[config.mk]
export PLATFORM = sky130hd
export DESIGN_NAME = file_block_allocator
export DESIGN_NICKNAME = d
export VERILOG_FILES = /design/src/hw/rtl/fba_pkg.sv /design/src/hw/rtl/fba_front.sv /design/src/hw/rtl/fba_queue.sv /design/src/hw/rtl/fba_back.sv /design/src/hw/rtl/file_block_allocator.sv
export SDC_FILE = /design/constraint.sdc
export NUM_CORES = 1
export LEC_CHECK = 0
export ABC_AREA = 1
export BUFFER_PORTS_ARGS = -buffer_cell sky130_fd_sc_hd__buf_2
export CAP_MARGIN = 10
export CELL_PAD_IN_SITES_DETAIL_PLACEMENT = 2
export CELL_PAD_IN_SITES_GLOBAL_PLACEMENT = 2
export CORE_MARGIN = 5
export CORE_UTILIZATION = 30
export CTS_CLUSTER_SIZE = 24
export DETAILED_ROUTE_END_ITERATION = 16
export PLACE_DENSITY = 0.65
export SETUP_SLACK_MARGIN = 0.4
export SYNTH_ARGS = -nofsm -noshare
export SYNTH_HDL_FRONTEND = slang
export SYNTH_SLANG_ARGS = --single-unit
[constraint.sdc]
create_clock -name clk -period 3.9 [get_ports clk]
set_clock_uncertainty 0.2 [all_clocks]
set_input_delay 0.39 -clock clk [delete_from_list [all_inputs] [get_ports clk]]
set_output_delay 0.39 -clock clk [all_outputs]
set_load 0.05 [all_outputs]
[src/hw/rtl/fba_pkg.sv]
// ----------------------------------------------------------------------------
// fba_pkg: shared definitions for the file block allocator
// Geometry constants, field widths, status codes and the command record that
// the front end hands to the back end through the command queue.
// ----------------------------------------------------------------------------
`default_nettype none

package fba_pkg;

	// Store geometry.
	localparam int NUM_DATA_BLOCKS  = 4096;
	localparam int FIRST_DATA_BLOCK = 129;
	localparam int BLOCK_BYTES      = 8192;
	localparam int MAX_SLOTS        = 128;
	localparam int BLOCKS_PER_SLOT  = 32;

	// Field widths of the ports.
	localparam int FB_W   = 19;  // file_bytes, max_file_bytes
	localparam int NC_W   = 8;   // name_chars
	localparam int MNC_W  = 6;   // max_name_chars
	localparam int BI_W   = 13;  // block_index
	localparam int SI_W   = 7;   // slot_index
	localparam int ST_W   = 3;   // status

	// Configuration port.
	localparam int CFG_IDX_W  = 2;
	localparam int CFG_DATA_W = FB_W;
	localparam logic [CFG_IDX_W-1:0] REG_MAX_FILE_BYTES = CFG_IDX_W'(0);
	localparam logic [CFG_IDX_W-1:0] REG_MAX_NAME_CHARS = CFG_IDX_W'(1);
	localparam logic [FB_W-1:0]  MAX_FILE_BYTES_RST = FB_W'(259072);
	localparam logic [MNC_W-1:0] MAX_NAME_CHARS_RST = MNC_W'(32);

	// Derived widths.
	localparam int BB_SHIFT = $clog2(BLOCK_BYTES);          // BLOCK_BYTES is a power of two
	localparam int NEED_W   = FB_W + 1 - BB_SHIFT;          // ceil(bytes / BLOCK_BYTES)
	localparam int BLK_W    = $clog2(NUM_DATA_BLOCKS + 1);  // block pointer incl. full mark
	localparam int SCNT_W   = $clog2(MAX_SLOTS + 1);        // slot count incl. full mark
	localparam int CMP_W    = (NEED_W > BLK_W) ? NEED_W : BLK_W;

	// Command queue depth (power of two).
	localparam int QUEUE_DEPTH = 2;
	localparam int QPTR_W      = $clog2(QUEUE_DEPTH);
	localparam int QCNT_W      = $clog2(QUEUE_DEPTH + 1);

	// Result status codes.
	localparam logic [ST_W-1:0] ST_OK        = ST_W'(0);
	localparam logic [ST_W-1:0] ST_NO_NAME   = ST_W'(1);
	localparam logic [ST_W-1:0] ST_NAME_LONG = ST_W'(2);
	localparam logic [ST_W-1:0] ST_DIR_FULL  = ST_W'(3);
	localparam logic [ST_W-1:0] ST_TOO_LARGE = ST_W'(4);
	localparam logic [ST_W-1:0] ST_NO_SPACE  = ST_W'(5);

	// One classified request. Failed requests carry zero blocks and slot zero.
	typedef struct packed {
		logic [ST_W-1:0]   status;
		logic [SI_W-1:0]   slot;
		logic [BLK_W-1:0]  base;   // first data block taken (relative)
		logic [NEED_W-1:0] need;   // number of data blocks taken
	} cmd_t;

endpackage

`default_nettype wire

[src/hw/rtl/fba_front.sv]
// ----------------------------------------------------------------------------
// fba_front: request classifier
// Holds the limit registers, the directory fill count and the block fill
// pointer, checks each store request in order, reserves the slot and blocks
// of a request that passes and queues a command for the back end.
// ----------------------------------------------------------------------------
`default_nettype none

module fba_front (
	input  wire logic                          clk,
	input  wire logic                          arst_n,
	input  wire logic                          cfg_wen,
	input  wire logic [fba_pkg::CFG_IDX_W-1:0] cfg_idx,
	input  wire logic [fba_pkg::CFG_DATA_W-1:0] cfg_wdata,
	input  wire logic                          in_valid,
	output      logic                          in_ready,
	input  wire logic [fba_pkg::FB_W-1:0]      file_bytes,
	input  wire logic [fba_pkg::NC_W-1:0]      name_chars,
	output      logic                          push,
	output      fba_pkg::cmd_t                 push_cmd,
	input  wire logic                          queue_full
);
	import fba_pkg::*;

	logic [FB_W-1:0]   max_bytes_q;
	logic [MNC_W-1:0]  max_name_q;
	logic [SCNT_W-1:0] slot_cnt_q;   // slots are only ever taken, lowest first
	logic [BLK_W-1:0]  next_blk_q;   // blocks are only ever taken, lowest first

	logic [FB_W:0]     round_up;
	logic [NEED_W-1:0] need;
	logic [BLK_W-1:0]  free_total;
	logic              no_name;
	logic              name_long;
	logic              dir_full;
	logic              too_large;
	logic              no_space;

	// Block count, free count and the ordered checks.
	always_comb begin
		round_up   = {1'b0, file_bytes} + (FB_W + 1)'(BLOCK_BYTES - 1);
		need       = round_up[FB_W:BB_SHIFT];
		free_total = BLK_W'(NUM_DATA_BLOCKS) - next_blk_q;
		no_name    = (name_chars == '0);
		name_long  = (name_chars > NC_W'(max_name_q));
		dir_full   = (slot_cnt_q == SCNT_W'(MAX_SLOTS));
		too_large  = (file_bytes > max_bytes_q) ||
			(need > NEED_W'(BLOCKS_PER_SLOT));
		no_space   = (CMP_W'(need) > CMP_W'(free_total));
	end

	// Command build; a failed request carries no blocks and slot zero.
	always_comb begin
		push_cmd.status = ST_OK;
		if (no_name) begin
			push_cmd.status = ST_NO_NAME;
		end else if (name_long) begin
			push_cmd.status = ST_NAME_LONG;
		end else if (dir_full) begin
			push_cmd.status = ST_DIR_FULL;
		end else if (too_large) begin
			push_cmd.status = ST_TOO_LARGE;
		end else if (no_space) begin
			push_cmd.status = ST_NO_SPACE;
		end
		push_cmd.slot = '0;
		push_cmd.base = '0;
		push_cmd.need = '0;
		if (push_cmd.status == ST_OK) begin
			push_cmd.slot = slot_cnt_q[SI_W-1:0];
			push_cmd.base = next_blk_q;
			push_cmd.need = need;
		end
	end

	assign in_ready = !queue_full;
	assign push     = in_valid && in_ready;

	// Limit registers.
	always_ff @(posedge clk or negedge arst_n) begin
		if (!arst_n) begin
			max_bytes_q <= MAX_FILE_BYTES_RST;
			max_name_q  <= MAX_NAME_CHARS_RST;
		end else if (cfg_wen) begin
			case (cfg_idx)
				REG_MAX_FILE_BYTES: max_bytes_q <= cfg_wdata[FB_W-1:0];
				REG_MAX_NAME_CHARS: max_name_q  <= cfg_wdata[MNC_W-1:0];
				default: ;
			endcase
		end
	end

	// Reservation of the slot and the blocks of an accepted request.
	always_ff @(posedge clk or negedge arst_n) begin
		if (!arst_n) begin
			slot_cnt_q <= '0;
			next_blk_q <= '0;
		end else if (push && (push_cmd.status == ST_OK)) begin
			slot_cnt_q <= slot_cnt_q + SCNT_W'(1);
			next_blk_q <= next_blk_q + BLK_W'(need);
		end
	end

endmodule

`default_nettype wire

[src/hw/rtl/fba_queue.sv]
// ----------------------------------------------------------------------------
// fba_queue: command queue
// A short first-in first-out queue of classified commands between the front
// end and the back end; the head is visible without a pop.
// ----------------------------------------------------------------------------
`default_nettype none

module fba_queue (
	input  wire logic          clk,
	input  wire logic          arst_n,
	input  wire logic          push,
	input  wire fba_pkg::cmd_t push_cmd,
	output      logic          full,
	input  wire logic          pop,
	output      fba_pkg::cmd_t head,
	output      logic          empty
);
	import fba_pkg::*;

	cmd_t              entry_q [QUEUE_DEPTH];
	logic [QPTR_W-1:0] wr_ptr_q;
	logic [QPTR_W-1:0] rd_ptr_q;
	logic [QCNT_W-1:0] count_q;

	assign full  = (count_q == QCNT_W'(QUEUE_DEPTH));
	assign empty = (count_q == '0);
	assign head  = entry_q[rd_ptr_q];

	// Entry storage.
	always_ff @(posedge clk) begin
		if (push) begin
			entry_q[wr_ptr_q] <= push_cmd;
		end
	end

	// Pointers and fill count.
	always_ff @(posedge clk or negedge arst_n) begin
		if (!arst_n) begin
			wr_ptr_q <= '0;
			rd_ptr_q <= '0;
			count_q  <= '0;
		end else begin
			if (push) begin
				wr_ptr_q <= wr_ptr_q + QPTR_W'(1);
			end
			if (pop) begin
				rd_ptr_q <= rd_ptr_q + QPTR_W'(1);
			end
			if (push && !pop) begin
				count_q <= count_q + QCNT_W'(1);
			end else if (pop && !push) begin
				count_q <= count_q - QCNT_W'(1);
			end
		end
	end

endmodule

`default_nettype wire

[src/hw/rtl/fba_back.sv]
// ----------------------------------------------------------------------------
// fba_back: result sequencer
// Walks the head command one block per cycle unless the output stalls, loads
// each result into the output register and pops the command with its last result.
// ----------------------------------------------------------------------------
`default_nettype none

module fba_back (
	input  wire logic                    clk,
	input  wire logic                    arst_n,
	input  wire fba_pkg::cmd_t           head,
	input  wire logic                    empty,
	output      logic                    pop,
	output      logic                    out_valid,
	input  wire logic                    out_ready,
	output      logic [fba_pkg::BI_W-1:0] block_index,
	output      logic                    block_valid,
	output      logic [fba_pkg::SI_W-1:0] slot_index,
	output      logic [fba_pkg::ST_W-1:0] status,
	output      logic                    last
);
	import fba_pkg::*;

	logic [NEED_W-1:0] blk_cnt_q;   // block of the head command to emit next
	logic              out_valid_q;
	logic [BI_W-1:0]   block_index_q;
	logic              block_valid_q;
	logic [SI_W-1:0]   slot_index_q;
	logic [ST_W-1:0]   status_q;
	logic              last_q;

	logic              load;
	logic              has_blk;
	logic              is_last;
	logic [NEED_W:0]   cnt_next;
	logic [BI_W-1:0]   abs_idx;

	// Next result of the head command.
	always_comb begin
		load     = !empty && (!out_valid_q || out_ready);
		has_blk  = (head.need != '0);
		cnt_next = {1'b0, blk_cnt_q} + (NEED_W + 1)'(1);
		is_last  = !has_blk || (cnt_next == {1'b0, head.need});
		abs_idx  = BI_W'(FIRST_DATA_BLOCK) + BI_W'(head.base) + BI_W'(blk_cnt_q);
	end

	assign pop = load && is_last;

	// Block counter within the head command.
	always_ff @(posedge clk or negedge arst_n) begin
		if (!arst_n) begin
			blk_cnt_q <= '0;
		end else if (load) begin
			blk_cnt_q <= is_last ? '0 : cnt_next[NEED_W-1:0];
		end
	end

	// Output register valid.
	always_ff @(posedge clk or negedge arst_n) begin
		if (!arst_n) begin
			out_valid_q <= 1'b0;
		end else if (load) begin
			out_valid_q <= 1'b1;
		end else if (out_ready) begin
			out_valid_q <= 1'b0;
		end
	end

	// Output register payload.
	always_ff @(posedge clk) begin
		if (load) begin
			block_index_q <= has_blk ? abs_idx : '0;
			block_valid_q <= has_blk;
			slot_index_q  <= head.slot;
			status_q      <= head.status;
			last_q        <= is_last;
		end
	end

	assign out_valid   = out_valid_q;
	assign block_index = block_index_q;
	assign block_valid = block_valid_q;
	assign slot_index  = slot_index_q;
	assign status      = status_q;
	assign last        = last_q;

endmodule

`default_nettype wire

[src/hw/rtl/file_block_allocator.sv]
// ----------------------------------------------------------------------------
// file_block_allocator: first-fit data block allocator for a flat file store
// Classifies store requests, takes a directory slot and the lowest free data
// blocks, and emits one result per block taken (one if none), the last one marked.
// ----------------------------------------------------------------------------
//
//   Channel   Handshake             Payload
//   in        in_valid/in_ready     file_bytes, name_chars
//   out       out_valid/out_ready   block_index, block_valid, slot_index,
//                                   status, last
//   cfg       cfg_wen               cfg_idx, cfg_wdata (write only)
//
// The front end takes one request per cycle while the two-entry command queue
// has room. The back end emits one result per cycle unless the output stalls;
// a request yields max(blocks, 1) results (1 to 32); the result sequencer sets the rate.
// Blocks and slots are only ever taken, lowest first, so the free map and the
// directory valid bits reduce to two fill counters; reset clears them at once,
// and there is no clearing pass. A stalled output holds its result while the
// front end keeps accepting into the queue until both entries are taken; then
// in_ready drops until the back end pops a command.
`default_nettype none

module file_block_allocator (
	input  wire logic                           clk,
	input  wire logic                           arst_n,
	input  wire logic                           cfg_wen,
	input  wire logic [fba_pkg::CFG_IDX_W-1:0]  cfg_idx,
	input  wire logic [fba_pkg::CFG_DATA_W-1:0] cfg_wdata,
	input  wire logic                           in_valid,
	output      logic                           in_ready,
	input  wire logic [fba_pkg::FB_W-1:0]       file_bytes,
	input  wire logic [fba_pkg::NC_W-1:0]       name_chars,
	output      logic                           out_valid,
	input  wire logic                           out_ready,
	output      logic [fba_pkg::BI_W-1:0]       block_index,
	output      logic                           block_valid,
	output      logic [fba_pkg::SI_W-1:0]       slot_index,
	output      logic [fba_pkg::ST_W-1:0]       status,
	output      logic                           last
);
	import fba_pkg::*;

	logic push;
	cmd_t push_cmd;
	logic queue_full;
	logic pop;
	cmd_t head;
	logic empty;

	// Request classification and reservation.
	fba_front u_front (
		.clk        (clk),
		.arst_n     (arst_n),
		.cfg_wen    (cfg_wen),
		.cfg_idx    (cfg_idx),
		.cfg_wdata  (cfg_wdata),
		.in_valid   (in_valid),
		.in_ready   (in_ready),
		.file_bytes (file_bytes),
		.name_chars (name_chars),
		.push       (push),
		.push_cmd   (push_cmd),
		.queue_full (queue_full)
	);

	// Command queue between the two halves.
	fba_queue u_queue (
		.clk      (clk),
		.arst_n   (arst_n),
		.push     (push),
		.push_cmd (push_cmd),
		.full     (queue_full),
		.pop      (pop),
		.head     (head),
		.empty    (empty)
	);

	// Result sequencing and output register.
	fba_back u_back (
		.clk         (clk),
		.arst_n      (arst_n),
		.head        (head),
		.empty       (empty),
		.pop         (pop),
		.out_valid   (out_valid),
		.out_ready   (out_ready),
		.block_index (block_index),
		.block_valid (block_valid),
		.slot_index  (slot_index),
		.status      (status),
		.last        (last)
	);

endmodule

`default_nettype wire

# Word-level counts from Yosys, hierarchy flattened
# Memories as Yosys holds them, arrays and structs flattened.
# Index checks and enable logic that the tools add are counted.
# classes
n_reduce_logical	24
n_addsub	11
shift	0
n_eq_ne	4
div	0
n_mux	13
bitwise_logic	0
mul	0
n_lt_le_gt_ge	4
# op_table
operator	count
two-way mux 27 bit	1
adder 13 x 7 -> 13 bit	2
adder 19 x 13 -> 20 bit (second input constant)	1
greater-than comparator 19 bit	1
two-way mux 3 bit	5
adder 8 x 13 -> 13 bit (first input constant)	1
greater-than comparator 7 x 13 -> 1 bit	1
subtractor 13 bit (first input constant)	1
adder 7 x 1 -> 8 bit (second input constant)	1
adder 8 x 1 -> 8 bit (second input constant)	1
== test 8 x 7 -> 1 bit	1
== test 8 bit (second input constant)	1
greater-than comparator 8 x 6 -> 1 bit	1
zero test 8 bit	1
greater-than comparator 7 x 6 -> 1 bit (second input constant)	1
two-way mux 7 bit	1
nonzero test 7 bit	1
logical AND 1 bit	6
zero test 1 bit	6
zero test 2 bit	2
two-way mux 1 bit	4
two-way mux 2 bit	2
AND reduction 2 bit	2
nonzero test 2 bit	2
7 further kinds	10
# word_totals
output_inout_bits	27
latchBits	0
ram_bits	60
ff_bits	83
n_memories	1
romBits	0
# mem_list
name	depth	word_bits	read_ports	rd_clocked_by_memory_dff	write_ports	line_no	rtl
u_queue.entry_q	2	30	1	0	1	fba_queue.sv:20	cmd_t entry_q [QUEUE_DEPTH];

# Depth between registers and ports, before layout
# Gate-level depths: netlist of run 1.
# logic_depth
depth_word	9
ltp_mapped	20
mapped_depth_nobuf	19

# Cells and area by module
# From an unflattened synthesis of run 1, not the netlist that was laid out.
# hier_totals
hier_cells	903
area_unflattened_um2	8082.8
# by_module_without_submodules
mod	cells_each	area_each_um2	instances	seq_area_each_um2
fba_front	562	3803.6	1	1161.1
fba_queue	118	2379.8	1	1901.8
fba_back	223	1899.3	1	950.9

# Worst setup path before layout of run 1
# Ideal clock, no wire load.
# synth_path
path_type	register to register
start	reg u_queue.count_q[0]
end	mem u_queue.entry_q[0][0] in the netlist's numbering (enable)
synth_period_minus_slack_ns	3.196
path_slack_ns	0.704
arrival_time_ns	2.579
setup_ns	0.417
n_path_buf	1
path_stages_with_launch	6
cell_sequence	dfrtp_1 > inv_1 > nand2_1 > nand2_1 > buf_1 > nor2_1
# synth_between
elab_chain_cells	5
# synth_lines
element	line_no	rtl
start, declared	fba_queue.sv:23	logic [QCNT_W-1:0] count_q;
start signal, assigned	fba_queue.sv:50	count_q <= count_q + QCNT_W'(1);
start signal, assigned	fba_queue.sv:52	count_q <= count_q - QCNT_W'(1);
== test 2 bit	fba_queue.sv:25	assign full = (count_q == QCNT_W'(QUEUE_DEPTH));
zero test 1 bit	fba_front.sv:76	assign in_ready = !queue_full;
named net in_ready	file_block_allocator.sv:30	output logic in_ready,
logical AND 1 bit	fba_front.sv:77	assign push = in_valid && in_ready;
two-way mux 1 bit	fba_queue.sv:31	if (push) begin
two-way mux 1 bit (not written as such)	fba_queue.sv:32	entry_q[wr_ptr_q] <= push_cmd;
end, declared	fba_queue.sv:20	
# The timed path passes the listed nets, and every way through them passes these cells.

# Worst setup path after layout of run 1
# layout_path
start	reg u_front.next_blk_q[1]
end	reg u_front.next_blk_q[3]
# layout_between
elab_chain_cells	9
# layout_lines
element	line_no	rtl
start, declared	fba_front.sv:28	logic [BLK_W-1:0] next_blk_q;
start signal, assigned	fba_front.sv:100	next_blk_q <= next_blk_q + BLK_W'(need);
subtractor 13 bit	fba_front.sv:43	free_total = BLK_W'(NUM_DATA_BLOCKS) - next_blk_q;
greater-than comparator 7 x 13 -> 1 bit	fba_front.sv:49	no_space = (CMP_W'(need) > CMP_W'(free_total));
two-way mux 3 bit	fba_front.sv:63	end else if (no_space) begin
two-way mux 3 bit	fba_front.sv:61	end else if (too_large) begin
two-way mux 3 bit	fba_front.sv:59	end else if (dir_full) begin
two-way mux 3 bit	fba_front.sv:57	end else if (name_long) begin
two-way mux 3 bit	fba_front.sv:55	if (no_name) begin
zero test 3 bit	fba_front.sv:98	end else if (push && (push_cmd.status == ST_OK)) begin
logical AND 1 bit	fba_front.sv:98	
# Parallel ways exist; a longest one is shown, timed or not.
# A chain may end at the register's enable or synchronous reset.

==> metrics.yaml, run 1 <==
root_buffer: "clkbuf_16"
synth_area_per_cell_sq_um: 9.16
routed_wl_mm: 21.7
synthCells: 866
r2r-start: "u_front.next_blk_q[1]$_DFFE_PN0P_"
antenna_found_initial: 1
fillers: 2940
synth_top_area_cell: "edfxtp_1"
post_synth_num_cell_types: 42
synthArstFlopShare_pct: 40.6
synth_area_leaders: "edfxtp_1, dfrtp_1, nand2_1"
layout-drive-gt1-share_pct: 17.7
setup_ws_ns: 0.600
outcome: "finished, final reports clean"
arrival_ns: 3.46
viasPerCell: 4.68
finalCritPeriodShare_pct: 84.6
cts.htree.levels: 4
die_h_um: 173
numCtsBuffers: 17
ios: 80
worst_path_max_delay_cell: "dfrtp_1"
grt_max_degree: 44
worstMarginPinSlew_ns: 0.684
crit_family: "simple AND/OR/NAND/NOR gates"
multi_input_area_sq_um: 3400
track_usage_pct: 14.8
cts_sinks: 143
synthToLayoutAreaGrowth_pct: 20.2
fin_nets: 1079
synth_edf_count: 85
synth_seq_cells: 143
fin_cells: 1321
crit_path_cell_trace: "inv_1 -> ha_1 -> nand3_1 -> nor3_2 -> xor2_1 -> ha_1 -> nand2_1 -> nor3_1 -> nor3_1 -> nand4_1 -> nand3_1 -> nor2_2 -> buf_4 -> nand3_1 -> nand2_1"
diodes: 0
rsz0062_at_grt: "false"
slew_headroom_pct: 54.4
clockBufferDepth: 2
slew_violations: 0
synth.top_cell.area_share_pct: 32.2
p_per_area_nw_per_um2: 761
dpl_worst_slack_ns: 0.388
io_buffer_count: 79
max_stage_delay_ns: 0.39
crit_type: "reg -> reg"
drc: 0
clk_pin_slew_ns: 0.07
postRouteAntennaNets: 0
post_cts_buffers: 0
vias: 6179
hpwl_mm: 16.2
drtIter0Drc: 208
routedWlPerCell_um: 16.4
crit_path_end_kind: "flip-flop"
dieArea_sq_um: 29800
yosysWarningCount: 0
fin_area_sq_um: 9540
cp_max_fo: 21
tritoncts: "done"
critical_path.startpoint: "u_front.next_blk_q[1]$_DFFE_PN0P_"
dr.pass1.iters: 4
cpMostUsedCell: "nand3_1"
ff_latch_area_sq_um: 4010
worst-path-buf-inv: 2
p_leak_uw: 0.00442
chipWidth_um: 173
clkLatencyLatePin_ns: 0.43
clock.fmax_ghz: 0.303
grt_pass1_wl_mm: 35.9
finalSetupTns_ns: 0
seq_area_frac_synth_pct: 50.6
synth_common_cells: "nand2_1, inv_1, nor2_1, edfxtp_1, ha_1"
drv_cap: 0
dp.cells: 1275
grt_pass1_vias: 7015
overflow: 0
worstPathRequired_ns: 4.06
gp_congestion: 0.800
synth_flop_cell: "edfxtp_1"
power_uw: 7260
core_sq_um: 26100
setup_violations: 0
rows: 59
crit_path_start_kind: "flip-flop"
ir_worst_vdd_mv: 0.344
min_from: "cfg_wdata[6]"
hp-class: "in -> reg"
netlist_area_sq_um: 7930
finalHoldViolations: 0
dpl_cell_area_sq_um: 8760
synth.most_common_cell: "nand2_1"
start_util_pct: 30.4
min_period_ns: 3.30
metal layers:
metal  wire length (um)  GRT usage [%]  vias to the layer above
met3                692           2.97                       18
met2              10900           25.9                       97
met1               9890           18.4                     2990
li1                   -              -                     3072
met4                259           4.16                        2
met5                  7              0                        -
through the flow:
step | hold slack, ns | utilization [%]
6_report | 0.0203 | 36.6
3_3_place_gp | 0.265 | 33.6
5_1_grt | 0.0232 | 36.6
2_1_floorplan | -0.106 | -
3_5_place_dp | 0.271 | 33.6
4_1_cts | 0.00377 | 36.5
worst register-to-register path, delay by kind of cell (launching register included):
family                     cells  cell delay (ns)
buffers and inverters          2             0.47
and+or+nand+nor               10             1.52
DFF                            1             0.39
adders and majority gates      2             0.55
xor gates and xnor gates       1             0.11
cell usage in the layout (no fill, tap or decap), types with 4 or more instances in the layout:
cell type,Yosys,routed
nor2_2,4,6
nand3b_1,5,5
nor3_1,12,12
xor2_1,29,29
a21oi_1,49,49
edfxtp_1,85,85
o21bai_1,12,12
buf_2,7,79
nor4_1,4,4
o21bai_2,10,10
nand2_1,182,182
mux2i_1,6,6
ha_1,51,51
dfstp_2,8,8
inv_2,6,6
nand2_2,5,5
o21ai_0,42,42
xnor2_1,6,6
nor2_1,88,86
or2_2,7,7
clkinv_8,0,5
nand4_1,9,9
clkbuf_16,0,18
dfrtp_1,50,50
inv_8,0,6
inv_1,103,103
nand3_1,49,49
o22ai_1,4,4
dlygate4sd3_1,0,13
buf_4,1,15
flip-flops by register name, summed over array words and instances, names as in the netlist, 2 cells and up:
name / flops
u_back.block_index: 13
u_front.slot_cnt_q: 8
u_front.max_name_q: 6
u_queue.entry_q: 60
u_back.blk_cnt_q: 7
u_front.next_blk_q: 13
u_queue.count_q: 2
u_back.status: 3
u_front.max_bytes_q: 19
u_back.slot_index: 7
logic make-up (layout without fill, tap and decap cells):
logic type | after synthesis | count (layout) | synth area share (%)
other | 1 | 2 | 0.0473
AO/OA/AOI/OAI | 123 | 123 | 9.15
AND/OR/NAND/NOR | 373 | 373 | 20.3
buffers and inverters | 132 | 251 | 6.78
adder cells (fa/ha/maj) | 53 | 53 | 8.55
flip-flops | 143 | 143 | 50.6
XOR/XNOR | 35 | 35 | 3.86
multiplexers | 6 | 6 | 0.757
layout make-up:
type	instances	area share, %
clock buffer	17	4.46
clock inverter	15	1.93
inverter	110	4.33
multi-input combinational	592	35.6
sequential	143	42.1
tap	335	4.40
timing repair buffer	109	7.16
where the power goes:
group          leakage (uW)  internal, uW  switching [uW]
clock              0.000298           872             806
sequential          0.00149          2230             271
combinational       0.00263           980            2100
total               0.00442          4080            3180
final timing paths:
kind / endpoint / cells after the start / slack, ns
max: u_front.next_blk_q[3]$_DFFE_PN0P_ / 15 / 0.60
min: u_front.max_bytes_q[6]$_DFFE_PN0P_ / 3 / 0.02
max reg2reg: u_front.next_blk_q[3]$_DFFE_PN0P_ / 15 / 0.60
min reg2reg: u_front.max_bytes_q[14]$_DFFE_PN1P_ / 2 / 0.28
max in group asynchronous: u_front.max_bytes_q[15]$_DFFE_PN1P_ / 3 / 2.33
min in group asynchronous: u_front.slot_cnt_q[0]$_DFFE_PN0P_ / 2 / 0.33
repair_timing:
| item | 4_1_cts | 5_1_grt |
|---|---|---|
| setup endpoints to repair | 0 | 3 |
| gates resized for setup | 0 | 1 |
| hold buffers | 13 | 0 |
| hold endpoints to repair | 33 | 0 |
No activity file was read; power rests on OpenSTA's default activity.
==> inputs of run 2 (changes only) <==
==> constraint.sdc (replaced) <==
create_clock -name clk -period 3.33 [get_ports clk]
set_clock_uncertainty 0.2 [all_clocks]
set_input_delay 0.333 -clock clk [delete_from_list [all_inputs] [get_ports clk]]
set_output_delay 0.333 -clock clk [all_outputs]
set_load 0.05 [all_outputs]
==> run 2 against run 1 <==
- clock power grew 16%
- largest cell class unchanged
- utilization grew 3.3 points
- critical path type unchanged
- critical endpoint is now u_front.next_blk_q[5]$_DFFE_PN0P_
- sequential cell count is the same
==> metrics.yaml, run 2 (synthesized netlist as in run 1, its figures left out) <==
outcome: "finished, final reports clean"
largest-register: "u_queue.entry_q"
grt_pass1_wl_mm: 37.6
diodes: 0
die_h_um: 173
drc: 0
min_period_ns: 2.95
dr.pass1.iters: 4
numCtsBuffers: 17
worstPathRequired_ns: 3.45
finalCritPeriodShare_pct: 88.6
drtIter0Drc: 193
layout-drive-gt1-share_pct: 25.8
vias: 6475
whs_ns: 0.163
root_buffer: "clkbuf_16"
r2r_setup_slack_ns: 0.38
setup_violations: 0
tritoncts: "done"
ir_worst_vdd_mv: 0.494
rsz0062_at_grt: "true"
io_buffer_count: 79
crit_path_end_kind: "flip-flop"
finalHoldViolations: 0
ios: 80
worstMarginPinSlew_ns: 0.577
grt_max_degree: 39
clock.fmax_ghz: 0.339
final_cell_mix: "nand2_1, inv_1, edfxtp_1"
cts_sinks: 143
drv_cap: 0
dieArea_sq_um: 29800
start_util_pct: 30.4
cp_max_fo: 5
crit_path_start_kind: "flip-flop"
r2r-start: "u_front.next_blk_q[1]$_DFFE_PN0P_"
final_common_cell: "nand2_1"
chipWidth_um: 173
hpwl_mm: 16.5
postRouteAntennaNets: 0
largest_reg_flops: 60
gp_congestion: 0.736
synthToLayoutAreaGrowth_pct: 31.2
clockBufferDepth: 2
fillers: 2885
clkLatencyLatePin_ns: 0.43
routed_wl_mm: 23.1
cts.htree.levels: 4
reg.largest.list: "u_queue.entry_q (60), u_front.max_bytes_q (19)"
antenna_found_initial: 0
dpl_worst_slack_ns: -0.0264
slew_headroom_pct: 61.2
slew_violations: 0
rows: 59
arrival_ns: 3.07
rr_endpoint: "u_front.next_blk_q[5]$_DFFE_PN0P_"
p_leak_uw: 0.00476
overflow: 0
viasPerCell: 4.72
p_per_area_nw_per_um2: 867
hp-class: "in -> async"
clk_pin_slew_ns: 0.07
routedWlPerCell_um: 16.8
fin_nets: 1130
worstRegToRegCells: 19
track_usage_pct: 15.5
crit_type: "reg -> reg"
grt_pass1_vias: 7250
setup_ws_ns: 0.378
core_sq_um: 26100
==> run 2: cell type report <==
type	count	area (sq um)	share of cell area [%]
clock buffers	17	425	4.09
clock inverters	15	189	1.82
inverters	110	420	4.04
multi-input cells	592	3690	35.5
flip-flops and latches	143	4020	38.6
well taps	335	419	4.03
repair buffers	160	1240	11.9
==> run 2: metrics by stage <==
stage                     std cells  util [%]  TNS [ns]  cell area (sq um)  total power, uW
after CTS                      1366      38.8         0              10100             8940
after detailed placement       1299      34.4    -0.177               8960             6690
after global placement         1299      34.4         0               8960             6570
after floorplan                 867         -         0               7950             5550
final                          1372      39.9         0              10400             9020
after global routing           1372      39.9         0              10400             9710
==> run 2: power by group <==
part | total, uW | switching [uW] | internal (uW) | leakage (uW)
combinational | 4130 | 2700 | 1430 | 0.00297
sequential | 2940 | 329 | 2610 | 0.00149
clock | 1950 | 932 | 1020 | 0.000298
total | 9020 | 3970 | 5060 | 0.00476
==> run 2: worst max path at each step <==
stage	start	endpoint	slack [ns]
6_report	u_front.next_blk_q[1]$_DFFE_PN0P_	u_front.next_blk_q[5]$_DFFE_PN0P_	0.38
3_5_place_dp	file_bytes[2]	u_queue.entry_q[0][25]$_DFFE_PP_	-0.03
3_3_place_gp	file_bytes[2]	u_front.next_blk_q[5]$_DFFE_PN0P_	0.08
2_1_floorplan	u_queue.rd_ptr_q$_DFFE_PN0P_	u_back.block_index[12]$_SDFFCE_PN0P_	0.42
5_1_grt	file_bytes[2]	u_front.next_blk_q[11]$_DFFE_PN0P_	0.17
4_1_cts	u_front.next_blk_q[1]$_DFFE_PN0P_	u_queue.entry_q[0][19]$_DFFE_PP_	0.34
==> run 2: what timing repair did <==
item | in CTS | in global routing
buffers inserted | 11 | 4
endpoints found under the hold margin | 35 | 0
endpoints found under the setup margin | 81 | 82
pin swaps | 15 | 21
hold buffers | 21 | 0
gates cloned | 3 | 2
gates resized for setup | 45 | 43
==> run 2: worst max-delay path, stage by stage (launching register included) <==
cell and delay [ns]:
dfrtp_1 0.41, inv_2 0.10, ha_4 0.15, nand3_4 0.10, nor3_4 0.22, buf_4 0.14, buf_4 0.10, buf_4 0.09
buf_4 0.09, buf_4 0.09, nand2_1 0.04, nand3_1 0.06, o21ai_0 0.14, nand4_1 0.18, nand4_4 0.15, buf_12 0.18
buf_12 0.13, buf_8 0.12, o21bai_4 0.09, nand2_1 0.06
==> run 2: metal layers <==
layer  global-route usage (%)  vias up  routed length [um]
li1                         -     3182                   -
met1                     19.3     3189               10500
met2                     27.9       93               11700
met3                     3.03       11                 695
met4                     3.37        0                 195
met5                        0        -                   0
